==> src/hdl/ncse_pkg.sv <==
// shared types and constants of the null-carrier snr estimator
`default_nettype none

package ncse_pkg;

    localparam int MAX_VECTOR_LENGTH  = 1024;
    localparam int MAX_FRAME_MULTIPLE = 16;

    localparam int VL_W     = 11;
    localparam int FM_W     = 5;
    localparam int POS_W    = 14;
    localparam int FLEN_W   = 15;
    localparam int SQ_W     = 31;
    localparam int MAG_W    = 32;
    localparam int LOADED_W = 43;
    localparam int NULL_W   = 42;
    localparam int SNR_W    = 32;
    localparam int NOISE_W  = 32;
    localparam int FRAC_SHIFT = 15;
    localparam int SAT_SHIFT  = 16;
    localparam int DVD_W      = LOADED_W + FRAC_SHIFT;
    localparam int DIV_STEPS  = NULL_W;
    localparam int CNT_W      = $clog2(DIV_STEPS);

    localparam int CFG_DATA_W = 11;
    localparam int CFG_IDX_W  = 1;

    localparam logic [CFG_IDX_W-1:0] CFG_VECTOR_LENGTH  = 1'b0;
    localparam logic [CFG_IDX_W-1:0] CFG_FRAME_MULTIPLE = 1'b1;

    localparam logic [VL_W-1:0] VL_RESET = 11'd64;
    localparam logic [FM_W-1:0] FM_RESET = 5'd4;

    localparam logic signed [SNR_W-1:0] SNR_MAX = 32'sh7FFF_FFFF;

    typedef struct packed {
        logic signed [15:0] sample_i;
        logic signed [15:0] sample_q;
    } sample_t;

    typedef struct packed {
        logic signed [SNR_W-1:0] snr_estimate;
        logic [NOISE_W-1:0]      noise_power;
        logic                    null_power_zero;
    } result_t;

    // finished frame sums handed from the front to the back
    typedef struct packed {
        logic [LOADED_W-1:0] loaded_sum;
        logic [NULL_W-1:0]   null_sum;
        logic [VL_W-1:0]     vector_length;
    } frame_sums_t;

endpackage

`default_nettype wire

==> src/hdl/ncse_front.sv <==
// front end: configuration, frame position, power squaring and window accumulation
`default_nettype none

module ncse_front (
    input  wire logic                                clk,
    input  wire logic                                rst_n,
    input  wire logic                                cfg_write,
    input  wire logic [ncse_pkg::CFG_IDX_W-1:0]      cfg_index,
    input  wire logic [ncse_pkg::CFG_DATA_W-1:0]     cfg_data,
    input  wire logic                                sample_valid,
    output logic                                     sample_ready,
    input  wire ncse_pkg::sample_t                   sample,
    input  wire logic [1:0]                          queue_level,
    output logic                                     push,
    output ncse_pkg::frame_sums_t                    push_data
);

    logic [ncse_pkg::VL_W-1:0]     vector_length_reg;
    logic [ncse_pkg::FM_W-1:0]     frame_multiple_reg;
    logic [ncse_pkg::POS_W-1:0]    pos_reg, pos_next;

    // squaring stage
    logic                          a_valid_reg;
    logic [ncse_pkg::SQ_W-1:0]     a_sq_i_reg, a_sq_q_reg;
    logic                          a_loaded_reg, a_null_reg, a_last_reg;
    logic [ncse_pkg::VL_W-1:0]     a_vl_reg;

    // accumulators
    logic [ncse_pkg::LOADED_W-1:0] loaded_reg, loaded_next;
    logic [ncse_pkg::NULL_W-1:0]   null_reg, null_next;

    logic [ncse_pkg::VL_W-1:0]     vl_eff;
    logic [ncse_pkg::FM_W-1:0]     fm_eff;
    logic [ncse_pkg::FLEN_W-1:0]   flen, pos_ext, pos_inc, two_vl, three_vl;
    logic                          accept, is_last, in_loaded, in_null;
    logic signed [31:0]            prod_i, prod_q;
    logic [ncse_pkg::MAG_W-1:0]    mag;

    // out-of-range register values are clamped
    always_comb
    begin
        if (vector_length_reg == '0)
            vl_eff = ncse_pkg::VL_W'(1);
        else if (vector_length_reg > ncse_pkg::VL_W'(ncse_pkg::MAX_VECTOR_LENGTH))
            vl_eff = ncse_pkg::VL_W'(ncse_pkg::MAX_VECTOR_LENGTH);
        else
            vl_eff = vector_length_reg;

        if (frame_multiple_reg < ncse_pkg::FM_W'(3))
            fm_eff = ncse_pkg::FM_W'(3);
        else if (frame_multiple_reg > ncse_pkg::FM_W'(ncse_pkg::MAX_FRAME_MULTIPLE))
            fm_eff = ncse_pkg::FM_W'(ncse_pkg::MAX_FRAME_MULTIPLE);
        else
            fm_eff = frame_multiple_reg;
    end

    always_comb
    begin
        flen      = ncse_pkg::FLEN_W'(vl_eff) * ncse_pkg::FLEN_W'(fm_eff);
        pos_ext   = ncse_pkg::FLEN_W'(pos_reg);
        pos_inc   = pos_ext + ncse_pkg::FLEN_W'(1);
        two_vl    = {ncse_pkg::FLEN_W'(vl_eff)} << 1;
        three_vl  = two_vl + ncse_pkg::FLEN_W'(vl_eff);
        is_last   = (pos_inc >= flen);
        in_loaded = (pos_ext < two_vl);
        in_null   = !in_loaded && (pos_ext < three_vl);
        pos_next  = is_last ? '0 : pos_inc[ncse_pkg::POS_W-1:0];
        prod_i    = sample.sample_i * sample.sample_i;
        prod_q    = sample.sample_q * sample.sample_q;
    end

    // a frame end already in the squaring stage needs its own free slot
    assign sample_ready = (queue_level == 2'd0) ||
                          ((queue_level == 2'd1) && !(a_valid_reg && a_last_reg));
    assign accept = sample_valid && sample_ready;

    always_comb
    begin
        mag         = ncse_pkg::MAG_W'(a_sq_i_reg) + ncse_pkg::MAG_W'(a_sq_q_reg);
        loaded_next = loaded_reg;
        null_next   = null_reg;
        if (a_valid_reg && a_loaded_reg)
            loaded_next = loaded_reg + ncse_pkg::LOADED_W'(mag);
        if (a_valid_reg && a_null_reg)
            null_next = null_reg + ncse_pkg::NULL_W'(mag);
        push                    = a_valid_reg && a_last_reg;
        push_data.loaded_sum    = loaded_next;
        push_data.null_sum      = null_next;
        push_data.vector_length = a_vl_reg;
    end

    always_ff @(posedge clk or negedge rst_n)
    begin
        if (!rst_n)
        begin
            vector_length_reg  <= ncse_pkg::VL_RESET;
            frame_multiple_reg <= ncse_pkg::FM_RESET;
            pos_reg            <= '0;
            a_valid_reg        <= 1'b0;
            loaded_reg         <= '0;
            null_reg           <= '0;
        end
        else
        begin
            if (cfg_write)
            begin
                unique case (cfg_index)
                    ncse_pkg::CFG_VECTOR_LENGTH:
                        vector_length_reg <= cfg_data[ncse_pkg::VL_W-1:0];
                    ncse_pkg::CFG_FRAME_MULTIPLE:
                        frame_multiple_reg <= cfg_data[ncse_pkg::FM_W-1:0];
                    default: ;
                endcase
            end
            a_valid_reg <= accept;
            if (accept)
                pos_reg <= pos_next;
            if (push)
            begin
                loaded_reg <= '0;
                null_reg   <= '0;
            end
            else
            begin
                loaded_reg <= loaded_next;
                null_reg   <= null_next;
            end
        end
    end

    // squaring stage payload
    always_ff @(posedge clk)
    begin
        if (accept)
        begin
            a_sq_i_reg   <= prod_i[ncse_pkg::SQ_W-1:0];
            a_sq_q_reg   <= prod_q[ncse_pkg::SQ_W-1:0];
            a_loaded_reg <= in_loaded;
            a_null_reg   <= in_null;
            a_last_reg   <= is_last;
            a_vl_reg     <= vl_eff;
        end
    end

endmodule

`default_nettype wire

==> src/hdl/ncse_queue.sv <==
// two-entry queue of finished frame sums between front and back
`default_nettype none

module ncse_queue (
    input  wire logic                  clk,
    input  wire logic                  rst_n,
    input  wire logic                  push,
    input  wire ncse_pkg::frame_sums_t push_data,
    input  wire logic                  pop,
    output logic                       head_valid,
    output ncse_pkg::frame_sums_t      head,
    output logic [1:0]                 level
);

    ncse_pkg::frame_sums_t mem_reg [2];
    logic                  wr_ptr_reg, rd_ptr_reg;
    logic [1:0]            level_reg, level_next;
    logic                  do_pop;

    assign head_valid = (level_reg != 2'd0);
    assign head       = mem_reg[rd_ptr_reg];
    assign level      = level_reg;
    assign do_pop     = pop && head_valid;

    always_comb
    begin
        level_next = level_reg;
        if (push && !do_pop)
            level_next = level_reg + 2'd1;
        else if (!push && do_pop)
            level_next = level_reg - 2'd1;
    end

    always_ff @(posedge clk or negedge rst_n)
    begin
        if (!rst_n)
        begin
            wr_ptr_reg <= 1'b0;
            rd_ptr_reg <= 1'b0;
            level_reg  <= 2'd0;
        end
        else
        begin
            level_reg <= level_next;
            if (push)
                wr_ptr_reg <= !wr_ptr_reg;
            if (do_pop)
                rd_ptr_reg <= !rd_ptr_reg;
        end
    end

    always_ff @(posedge clk)
    begin
        if (push)
            mem_reg[wr_ptr_reg] <= push_data;
    end

endmodule

`default_nettype wire

==> src/hdl/ncse_back.sv <==
// back end: bit-serial division of the frame sums and the result register
`default_nettype none

module ncse_back (
    input  wire logic                  clk,
    input  wire logic                  rst_n,
    input  wire logic                  head_valid,
    input  wire ncse_pkg::frame_sums_t head,
    output logic                       pop,
    output logic                       result_valid,
    input  wire logic                  result_ready,
    output ncse_pkg::result_t          result
);

    typedef enum logic [2:0] {
        ST_IDLE,
        ST_CHECK,
        ST_SETUP,
        ST_RUN,
        ST_FINISH
    } state_t;

    state_t                          state_reg, state_next;
    logic [ncse_pkg::LOADED_W-1:0]   loaded_reg, loaded_next;
    logic [ncse_pkg::NULL_W-1:0]     null_reg, null_next;
    logic [ncse_pkg::VL_W-1:0]       vl_reg, vl_next;
    logic                            neg_reg, neg_next;
    logic                            zero_reg, zero_next;
    logic                            sat_reg, sat_next;
    logic [ncse_pkg::LOADED_W-1:0]   diff_reg, diff_next;
    logic [ncse_pkg::NULL_W-1:0]     rem_reg, rem_next;
    logic [ncse_pkg::NULL_W-1:0]     dvd_reg, dvd_next;
    logic [ncse_pkg::VL_W-1:0]       nrem_reg, nrem_next;
    logic [ncse_pkg::NULL_W-1:0]     ndvd_reg, ndvd_next;
    logic [ncse_pkg::CNT_W-1:0]      cnt_reg, cnt_next;
    logic                            result_valid_reg, result_valid_next;
    ncse_pkg::result_t               result_reg, result_next;

    logic [ncse_pkg::LOADED_W-1:0]   two_n;
    logic [ncse_pkg::DVD_W-1:0]      dividend, sat_bound;
    logic [ncse_pkg::LOADED_W-1:0]   trial;
    logic [ncse_pkg::VL_W:0]         ntrial;
    logic [ncse_pkg::SNR_W-1:0]      q_up;
    logic                            out_free;

    assign result_valid = result_valid_reg;
    assign result       = result_reg;
    assign out_free     = !result_valid_reg || result_ready;

    always_comb
    begin
        state_next        = state_reg;
        loaded_next       = loaded_reg;
        null_next         = null_reg;
        vl_next           = vl_reg;
        neg_next          = neg_reg;
        zero_next         = zero_reg;
        sat_next          = sat_reg;
        diff_next         = diff_reg;
        rem_next          = rem_reg;
        dvd_next          = dvd_reg;
        nrem_next         = nrem_reg;
        ndvd_next         = ndvd_reg;
        cnt_next          = cnt_reg;
        result_valid_next = result_valid_reg;
        result_next       = result_reg;
        pop               = 1'b0;

        two_n     = {null_reg, 1'b0};
        dividend  = {diff_reg, {ncse_pkg::FRAC_SHIFT{1'b0}}};
        sat_bound = ncse_pkg::DVD_W'(null_reg) << ncse_pkg::SAT_SHIFT;
        trial     = {rem_reg, dvd_reg[ncse_pkg::NULL_W-1]};
        ntrial    = {nrem_reg, ndvd_reg[ncse_pkg::NULL_W-1]};
        q_up      = dvd_reg[ncse_pkg::SNR_W-1:0] + ncse_pkg::SNR_W'(rem_reg != '0);

        if (result_valid_reg && result_ready)
            result_valid_next = 1'b0;

        unique case (state_reg)
            ST_IDLE:
            begin
                if (head_valid)
                begin
                    pop         = 1'b1;
                    loaded_next = head.loaded_sum;
                    null_next   = head.null_sum;
                    vl_next     = head.vector_length;
                    state_next  = ST_CHECK;
                end
            end
            ST_CHECK:
            begin
                // sign and magnitude of loaded - 2*null
                zero_next = (null_reg == '0);
                neg_next  = (loaded_reg < two_n);
                diff_next = (loaded_reg < two_n) ? (two_n - loaded_reg)
                                                 : (loaded_reg - two_n);
                state_next = ST_SETUP;
            end
            ST_SETUP:
            begin
                // quotient of at least 2^31 saturates
                sat_next  = !neg_reg && (ncse_pkg::DVD_W'(diff_reg) >= sat_bound);
                rem_next  = ncse_pkg::NULL_W'(dividend[ncse_pkg::DVD_W-1:ncse_pkg::NULL_W]);
                dvd_next  = dividend[ncse_pkg::NULL_W-1:0];
                nrem_next = '0;
                ndvd_next = null_reg;
                cnt_next  = '0;
                state_next = ST_RUN;
            end
            ST_RUN:
            begin
                // one restoring step of each division, quotient bits shift in below
                if (trial >= ncse_pkg::LOADED_W'(null_reg))
                begin
                    rem_next = ncse_pkg::NULL_W'(trial - ncse_pkg::LOADED_W'(null_reg));
                    dvd_next = {dvd_reg[ncse_pkg::NULL_W-2:0], 1'b1};
                end
                else
                begin
                    rem_next = trial[ncse_pkg::NULL_W-1:0];
                    dvd_next = {dvd_reg[ncse_pkg::NULL_W-2:0], 1'b0};
                end
                if (ntrial >= {1'b0, vl_reg})
                begin
                    nrem_next = ncse_pkg::VL_W'(ntrial - {1'b0, vl_reg});
                    ndvd_next = {ndvd_reg[ncse_pkg::NULL_W-2:0], 1'b1};
                end
                else
                begin
                    nrem_next = ntrial[ncse_pkg::VL_W-1:0];
                    ndvd_next = {ndvd_reg[ncse_pkg::NULL_W-2:0], 1'b0};
                end
                cnt_next = cnt_reg + ncse_pkg::CNT_W'(1);
                if (cnt_reg == ncse_pkg::CNT_W'(ncse_pkg::DIV_STEPS - 1))
                    state_next = ST_FINISH;
            end
            ST_FINISH:
            begin
                if (out_free)
                begin
                    if (zero_reg)
                    begin
                        result_next.snr_estimate    = ncse_pkg::SNR_MAX;
                        result_next.noise_power     = '0;
                        result_next.null_power_zero = 1'b1;
                    end
                    else
                    begin
                        if (sat_reg)
                            result_next.snr_estimate = ncse_pkg::SNR_MAX;
                        else if (neg_reg)
                            result_next.snr_estimate = -$signed(q_up);
                        else
                            result_next.snr_estimate = $signed(dvd_reg[ncse_pkg::SNR_W-1:0]);
                        result_next.noise_power     = ndvd_reg[ncse_pkg::NOISE_W-1:0];
                        result_next.null_power_zero = 1'b0;
                    end
                    result_valid_next = 1'b1;
                    state_next        = ST_IDLE;
                end
            end
            default:
                state_next = ST_IDLE;
        endcase
    end

    always_ff @(posedge clk or negedge rst_n)
    begin
        if (!rst_n)
        begin
            state_reg        <= ST_IDLE;
            result_valid_reg <= 1'b0;
            cnt_reg          <= '0;
        end
        else
        begin
            state_reg        <= state_next;
            result_valid_reg <= result_valid_next;
            cnt_reg          <= cnt_next;
        end
    end

    // datapath registers
    always_ff @(posedge clk)
    begin
        loaded_reg <= loaded_next;
        null_reg   <= null_next;
        vl_reg     <= vl_next;
        neg_reg    <= neg_next;
        zero_reg   <= zero_next;
        sat_reg    <= sat_next;
        diff_reg   <= diff_next;
        rem_reg    <= rem_next;
        dvd_reg    <= dvd_next;
        nrem_reg   <= nrem_next;
        ndvd_reg   <= ndvd_next;
        result_reg <= result_next;
    end

endmodule

`default_nettype wire

==> src/hdl/null_carrier_snr_estimator.sv <==
// top level of the null-carrier snr estimator
//
// sample channel: one complex sample (i, q, signed q1.15) per transaction on
//   sample_valid / sample_ready; frames are vector_length * frame_multiple
//   samples, the first 2*vector_length form the loaded window, the next
//   vector_length the null window, the rest are ignored
// result channel: one transaction per frame on result_valid / result_ready,
//   carrying snr_estimate (q16.16), noise_power (q2.30) and null_power_zero
// configuration: cfg_write strobes cfg_data into register cfg_index
//   (0 vector_length, 1 frame_multiple) at once, with no handshake
// throughput: one sample per cycle inside a frame while sample_ready is high;
//   each frame end costs the back end a 42-step shift-subtract divider pair
//   plus set-up; the two-entry frame queue absorbs frames that end faster
//   than the back end takes them until it fills, then sample_ready drops
// result path: squaring stage, frame queue, then the back end's check, set-up,
//   divider steps and finish states ahead of result_valid
// reset: configuration returns to 64 and 4, the frame restarts at sample 0,
//   sums, queue and result register are emptied
// receiver stall: the result register holds its transaction; the back end
//   finishes the next division and waits, the queue then fills and the
//   sample channel stalls only when no slot is left
`default_nettype none

module null_carrier_snr_estimator (
    input  wire logic                            clk,
    input  wire logic                            rst_n,
    input  wire logic                            cfg_write,
    input  wire logic [ncse_pkg::CFG_IDX_W-1:0]  cfg_index,
    input  wire logic [ncse_pkg::CFG_DATA_W-1:0] cfg_data,
    input  wire logic                            sample_valid,
    output logic                                 sample_ready,
    input  wire ncse_pkg::sample_t               sample,
    output logic                                 result_valid,
    input  wire logic                            result_ready,
    output ncse_pkg::result_t                    result
);

    logic                  push;
    ncse_pkg::frame_sums_t push_data;
    logic                  pop;
    logic                  head_valid;
    ncse_pkg::frame_sums_t head;
    logic [1:0]            queue_level;

    // accumulates window powers and hands a frame's sums over at its end
    ncse_front u_front (
        .clk          (clk),
        .rst_n        (rst_n),
        .cfg_write    (cfg_write),
        .cfg_index    (cfg_index),
        .cfg_data     (cfg_data),
        .sample_valid (sample_valid),
        .sample_ready (sample_ready),
        .sample       (sample),
        .queue_level  (queue_level),
        .push         (push),
        .push_data    (push_data)
    );

    // decouples the streaming front from the slow divider
    ncse_queue u_queue (
        .clk        (clk),
        .rst_n      (rst_n),
        .push       (push),
        .push_data  (push_data),
        .pop        (pop),
        .head_valid (head_valid),
        .head       (head),
        .level      (queue_level)
    );

    // snr and noise divisions, result register
    ncse_back u_back (
        .clk          (clk),
        .rst_n        (rst_n),
        .head_valid   (head_valid),
        .head         (head),
        .pop          (pop),
        .result_valid (result_valid),
        .result_ready (result_ready),
        .result       (result)
    );

endmodule

`default_nettype wire

==> config.mk <==
export PLATFORM = sky130hd
export DESIGN_NAME = null_carrier_snr_estimator
export DESIGN_NICKNAME = d
export VERILOG_FILES = /design/src/hdl/ncse_pkg.sv /design/src/hdl/ncse_front.sv /design/src/hdl/ncse_queue.sv /design/src/hdl/ncse_back.sv /design/src/hdl/null_carrier_snr_estimator.sv
export SDC_FILE = /design/constraint.sdc
export NUM_CORES = 2
export LEC_CHECK = 0
export ABC_AREA = 1
export BUFFER_PORTS_ARGS = -buffer_cell sky130_fd_sc_hd__buf_2
export CAP_MARGIN = 25
export CORE_UTILIZATION = 55
export CTS_CLUSTER_SIZE = 10
export DETAILED_ROUTE_END_ITERATION = 6
export PLACE_DENSITY_LB_ADDON = 0.25
export SYNTH_ARGS = -nofsm -noshare
export SYNTH_HDL_FRONTEND = slang
export SYNTH_HIERARCHICAL = 1
export SYNTH_SLANG_ARGS = --single-unit
==> constraint.sdc <==
create_clock -name clk -period 12.2 [get_ports clk]
set_input_delay 3.66 -clock clk [delete_from_list [all_inputs] [get_ports clk]]
set_output_delay 3.66 -clock clk [all_outputs]
set_load 0.005 [all_outputs]
# After elaboration in Yosys (flattened, before gate mapping)

Memory sizes are Yosys's and may differ from the RTL's. A register that Yosys moved wholly into a read port is not among the register bits.
Index checks and enable logic that the tools add are counted.

Add/sub/neg operators: 14
Multipliers: 3
Div/mod/pow operators: 0
$lt $le $gt $ge: 10
Equal/unequal tests: 9
Shift operators: 0
Multiplexer cells: 34
Bitwise gates (word level): 1
Reductions and logical operators: 34

Operator list:

| operator                                                         | count |
|---|---|
| 42-bit case mux with 2 select lines                              | 3 |
| 43-bit 2-to-1 mux                                                | 3 |
| 42-bit 2-to-1 mux                                                | 3 |
| 43-bit subtractor                                                | 2 |
| 16-bit by 16-bit multiplier with 31-bit output                   | 2 |
| 43-bit by 58-bit greater-or-equal comparator with 1-bit output   | 1 |
| 43-bit by 32-bit adder with 43-bit output                        | 1 |
| 43-bit by 42-bit greater-or-equal comparator with 1-bit output   | 1 |
| 43-bit < comparator                                              | 1 |
| 42-bit by 32-bit adder with 42-bit output                        | 1 |
| 42-bit logical NOT                                               | 1 |
| 42-bit nonzero test                                              | 1 |
| 42-bit subtractor                                                | 1 |
| 11-bit 2-to-1 mux                                                | 3 |
| 31-bit by 31-bit adder with 32-bit output                        | 1 |
| 32-bit by 1-bit adder with 32-bit output                         | 1 |
| 32-bit 2-to-1 mux                                                | 1 |
| 32-bit negator                                                   | 1 |
| 11-bit case mux with 2 select lines                              | 1 |
| 14-bit by 1-bit adder with 15-bit output (second input constant) | 1 |
| 15-bit greater-or-equal comparator                               | 1 |
| 14-bit by 15-bit < comparator with 1-bit output                  | 1 |
| 11-bit by 5-bit multiplier with 15-bit output                    | 1 |
| 3-bit case mux with 5 select lines                               | 1 |
| other kinds (34)                                                 | 71 |

Bits in registers: 454
Latch bits: 0
Bits in writable memories: 192
Bits in read-only memories: 0
Input bits: 49
Output and inout bits: 67
Word-level logic and storage cells: 135
Memories kept: 1

Memory list:

| memory          | depth | width | rd ports | clocked after Yosys merged registers in | write ports | line             | RTL |
|---|---|---|---|---|---|---|---|
| u_queue.mem_reg | 2     | 96    | 1        | 1                                       | 1           | ncse_queue.sv:15 | `ncse_pkg::frame_sums_t mem_reg [2];` |

# Longest topological paths before layout

Depth after elaboration: 7
Mapped depth: 34
Depth with buffers taken out: 33

# Cells and area by module

The synthesis kept the hierarchy.

Modules (own cells, without submodules):

| module     | times used | cells each | area each (µm²) | sequential area each (µm²) |
|---|---|---|---|---|
| ncse_front | 1          | 4856       | 35849.4         | 5127.4 |
| ncse_back  | 1          | 3763       | 27151.0         | 10580.1 |
| ncse_queue | 1          | 528        | 7201.9          | 5865.6 |

# Least setup slack after synthesis

No wires, ideal clock.

Kind: in2reg
From: in sample[17] (netlist bit)
To: reg u_front/a_sq_i_reg[30] (netlist bit), data pin
Arrival: 8.764 ns
Path slack: 3.182 ns
Stages: 20
Path buffers: 2
Cell sequence: clkbuf_1 -> clkbuf_1 -> nand2_1 -> inv_1 -> fa_1 -> fa_1 -> inv_1 -> fa_1 -> fa_1 -> fa_1 -> fa_1 -> inv_1 -> ha_1 -> inv_1 -> nor3_1 -> nand2_1 -> or2_0 -> and2_1 -> nand4_1 -> nand2_1

Cells in the longest elaborated chain, start to end: 1

RTL lines:

| item                                           | line                             | RTL |
|---|---|---|
| start: declaration                             | null_carrier_snr_estimator.sv:32 | `input wire ncse_pkg::sample_t sample,` |
| 16-bit by 16-bit multiplier with 31-bit output | ncse_front.sv:68                 | `prod_i = sample.sample_i * sample.sample_i;` |
| net u_front.prod_i[30]                         | ncse_front.sv:36                 | `logic signed [31:0] prod_i, prod_q;` |
| end signal: assignment                         | ncse_front.sv:136                | `a_sq_i_reg <= prod_i[ncse_pkg::SQ_W-1:0];` |
| end: declaration                               | ncse_front.sv:24                 | `logic [ncse_pkg::SQ_W-1:0] a_sq_i_reg, a_sq_q_reg;` |

The timed path passes the listed nets, and every way through them passes these cells.
A chain may end at the register's enable or synchronous reset.

# Worst setup path in the final report

From: in sample[31] (netlist bit)
To: reg u_front/a_sq_i_reg[30] (netlist bit), data pin

Same word-level chain as after synthesis.

==> metrics <==
hold_buf cts 0; maxcap violations 0; reg2reg start u_front/vector_length_reg[5]$_DFFE_PN0P_; arrival time worst endpoint approximately 9 ns; gp weighted congestion 1.01; wire length per cell 18.5 microns; drt pass-1 iters 7; worst rel slew slack between 30% and 40%; Hold Slack between 0.4 and 0.5 ns; outcome finished, violations left; Core Region 126,000 sq um; syn_nets 10,200; unrepaired setup endpoints after global routing no; Critical Path End Type flop; Seq/Total Area, Yosys a little under a third; endpoints failing setup 0; Final TNS setup 0 ns; CP max stage delay 0.70 ns; critical path type in -> reg; pin count of the biggest net entering global routing 95; layout cells sized above 1 4.79%; vias per inst approximately 5.4; Post-Layout Cell Count 10,900; Rows 130; final hold vios 0; die width around 360 microns; Sink Count 740; CP Launch Type input pin; ant diodes 0; Worst-path clk slew around 0.050 ns; postcts setup bufs 0; fin nets 10,300; gr ovfl total 0; post-cts resize count 0; IO Count 116; Yosys reg bits 740; failing checks design-rule violations; Clock Tree Buf Depth 3; synthesis-to-finish area growth 6.77%; vias in the first global route a little under 60,000; Final Critical Period 8.83 ns; Ys Warns 6; initial antenna violation count 3; DR vias between 50,000 and 60,000; period utilization 72.4%; critical path startpoint sample[31]; CTS buffer count just over 90; Hold Startpoint u_front/a_vl_reg[0]$_DFFE_PP_; Post-Syn Instances slightly above 9,000; # DRC 2; post-DP HPWL between 150,000 and 200,000 microns; Vert. Die Dim roughly 360 microns; Critical Path RT 12.63 ns; Clock Skews around 0.050 ns; Crit-path slowest cell fa_1; final wirelength 202,000 microns; crit-path max FO 25; crit-path cells buf_2 > nand2_1 > inv_1 > fa_1 > fa_1 > inv_1 > fa_1 > fa_1 > fa_1 > fa_1 > inv_1 > ha_1 > inv_1 > nor3_1 > nand2_1 > or2_0 > and2_1 > nand4_1 > nand2_1; H-Tree Depth 3; Initial Util 55.7%; Netlist cell types 66; asr flop ratio synth 17.6%; Max Freq approximately 0.11 GHz; clock tree root driver cell clkbuf_16; Mean Syn Cell Area between 7 and 8 sq um; Inst Count DP roughly 11,000; max-slew violations 0; Initial DRC Count 4,391; worst slew pin tran 1.04 ns; layout filler cell count 11,600; CTS tree built; global-route wire length before repair 315,000 microns; max reg flops 192; post-route ant nets 0; clock latency on the worst-skew pair 0.71 ns; Tightest Hold Check Type reg -> reg; EDFF count, synth roughly 600; Overall Global Routing Usage 31.3%; DIE AREA 129,000 sq um; Cell Area, Synth 70,200 sq um; IO buf count approximately 120; CP dominant cell by count fa_1; Most used DFF post-synth edfxtp_1
-- metal layers --
layer	track usage (%)	up-vias	share of wire, %
li1	-	28500	-
met1	38.9	27700	40
met2	54.5	1842	49
met3	3.39	459	5.2
met4	15.0	4	5.1
met5	0	-	0.015
-- cell type report --
cell class	instances	area, sq um	share of cell area, %
repair buffers	149	835	1.11
inverters	1834	6890	9.19
clock buffers	134	2510	3.35
well taps	1650	2060	2.75
flip-flops and latches	740	21600	28.8
clock inverters	24	310	0.414
multi-input cells	6379	40800	54.4
-- synth_stat cells (all sizes together), types with 10 or more instances --
cell | count | area (sq um)
nand2 | 2898 | 11000
inv | 1829 | 6870
nor2 | 709 | 2770
edfxtp | 610 | 18300
ha | 527 | 6590
fa | 499 | 9990
a21oi | 447 | 2250
nand3 | 406 | 2140
o21ai | 261 | 1310
xor2 | 152 | 1330
dfrtp | 128 | 3200
clkbuf | 120 | 528
nor3 | 75 | 427
buf | 73 | 469
xnor2 | 68 | 596
nand4 | 65 | 407
o21bai | 49 | 368
or2 | 46 | 288
nor4 | 31 | 194
nand3b | 28 | 218
o211ai | 27 | 203
a21o | 21 | 158
o21a | 14 | 105
a31oi | 11 | 75.1
a21boi | 10 | 75.1
-- cell families after synthesis --
group,after synthesis,share of synthesized area (%)
AOI/OAI and AO/OA,857,6.66
xor gates and xnor gates,220,2.74
adders and majority gates,1026,23.6
buffers and inverters,2028,11.2
and+or+nand+nor,4273,25.0
muxes,3,0.0481
DFF,740,30.7
-- worst max-delay path: cells and delay by family --
family | cells | cell delay (ns)
adders and majority gates | 7 | 3.56
and+or+nand+nor | 7 | 1.17
buffers and inverters | 5 | 0.84
-- metrics by stage --
stage          utilization [%]  instance area [sq um]  setup WS (ns)
2_1_floorplan                -                  70200           3.18
3_3_place_gp              57.2                  72100           2.90
3_5_place_dp              57.2                  72100           2.73
4_1_cts                   59.5                  75000           3.45
5_1_grt                   59.5                  75000           3.09
6_report                  59.5                  75000           3.37
-- path summary, 6_finish.rpt --
check | endpoint | slack, ns | cells after the start
min in group asynchronous | u_back/result_valid$_DFF_PN0_ | 3.00 | 1
setup / recovery | u_front/a_sq_i_reg[30]$_DFFE_PP_ | 3.37 | 19
hold / removal | u_queue/mem_reg[1][0]$_DFFE_PP_ | 0.44 | 0
max in group asynchronous | u_front/loaded_reg[25]$_DFF_PN0_ | 7.79 | 2
setup reg to reg | u_front/pos_reg[0]$_DFFE_PN0P_ | 4.74 | 32
hold reg to reg | u_queue/mem_reg[1][0]$_DFFE_PP_ | 0.44 | 0
-- cell usage in the layout (no fill, tap or decap), drive strengths merged, types with 2 or more instances in the layout --
master      n
o21bai     49
nor3b       5
o2111ai     2
edfxtp    610
xor2      152
o31ai       2
o21a       14
a31oi      11
a21o       21
nand4      65
nor2      709
mux2        3
nand3b     28
bufinv      4
nor4       31
inv      1835
o211ai     27
buf       149
a21oi     447
o21ai     261
nand2    2898
dfstp       2
o22ai       3
fa        499
and2        6
a21boi     10
dfrtp     128
nand3     406
ha        527
and3        2
xnor2      68
a211oi      6
clkinv     18
clkbuf    134
nor3       75
or2        46
Power is not shown: default switching activity piles up to over one toggle a cycle in this logic, so the estimate is an artifact.
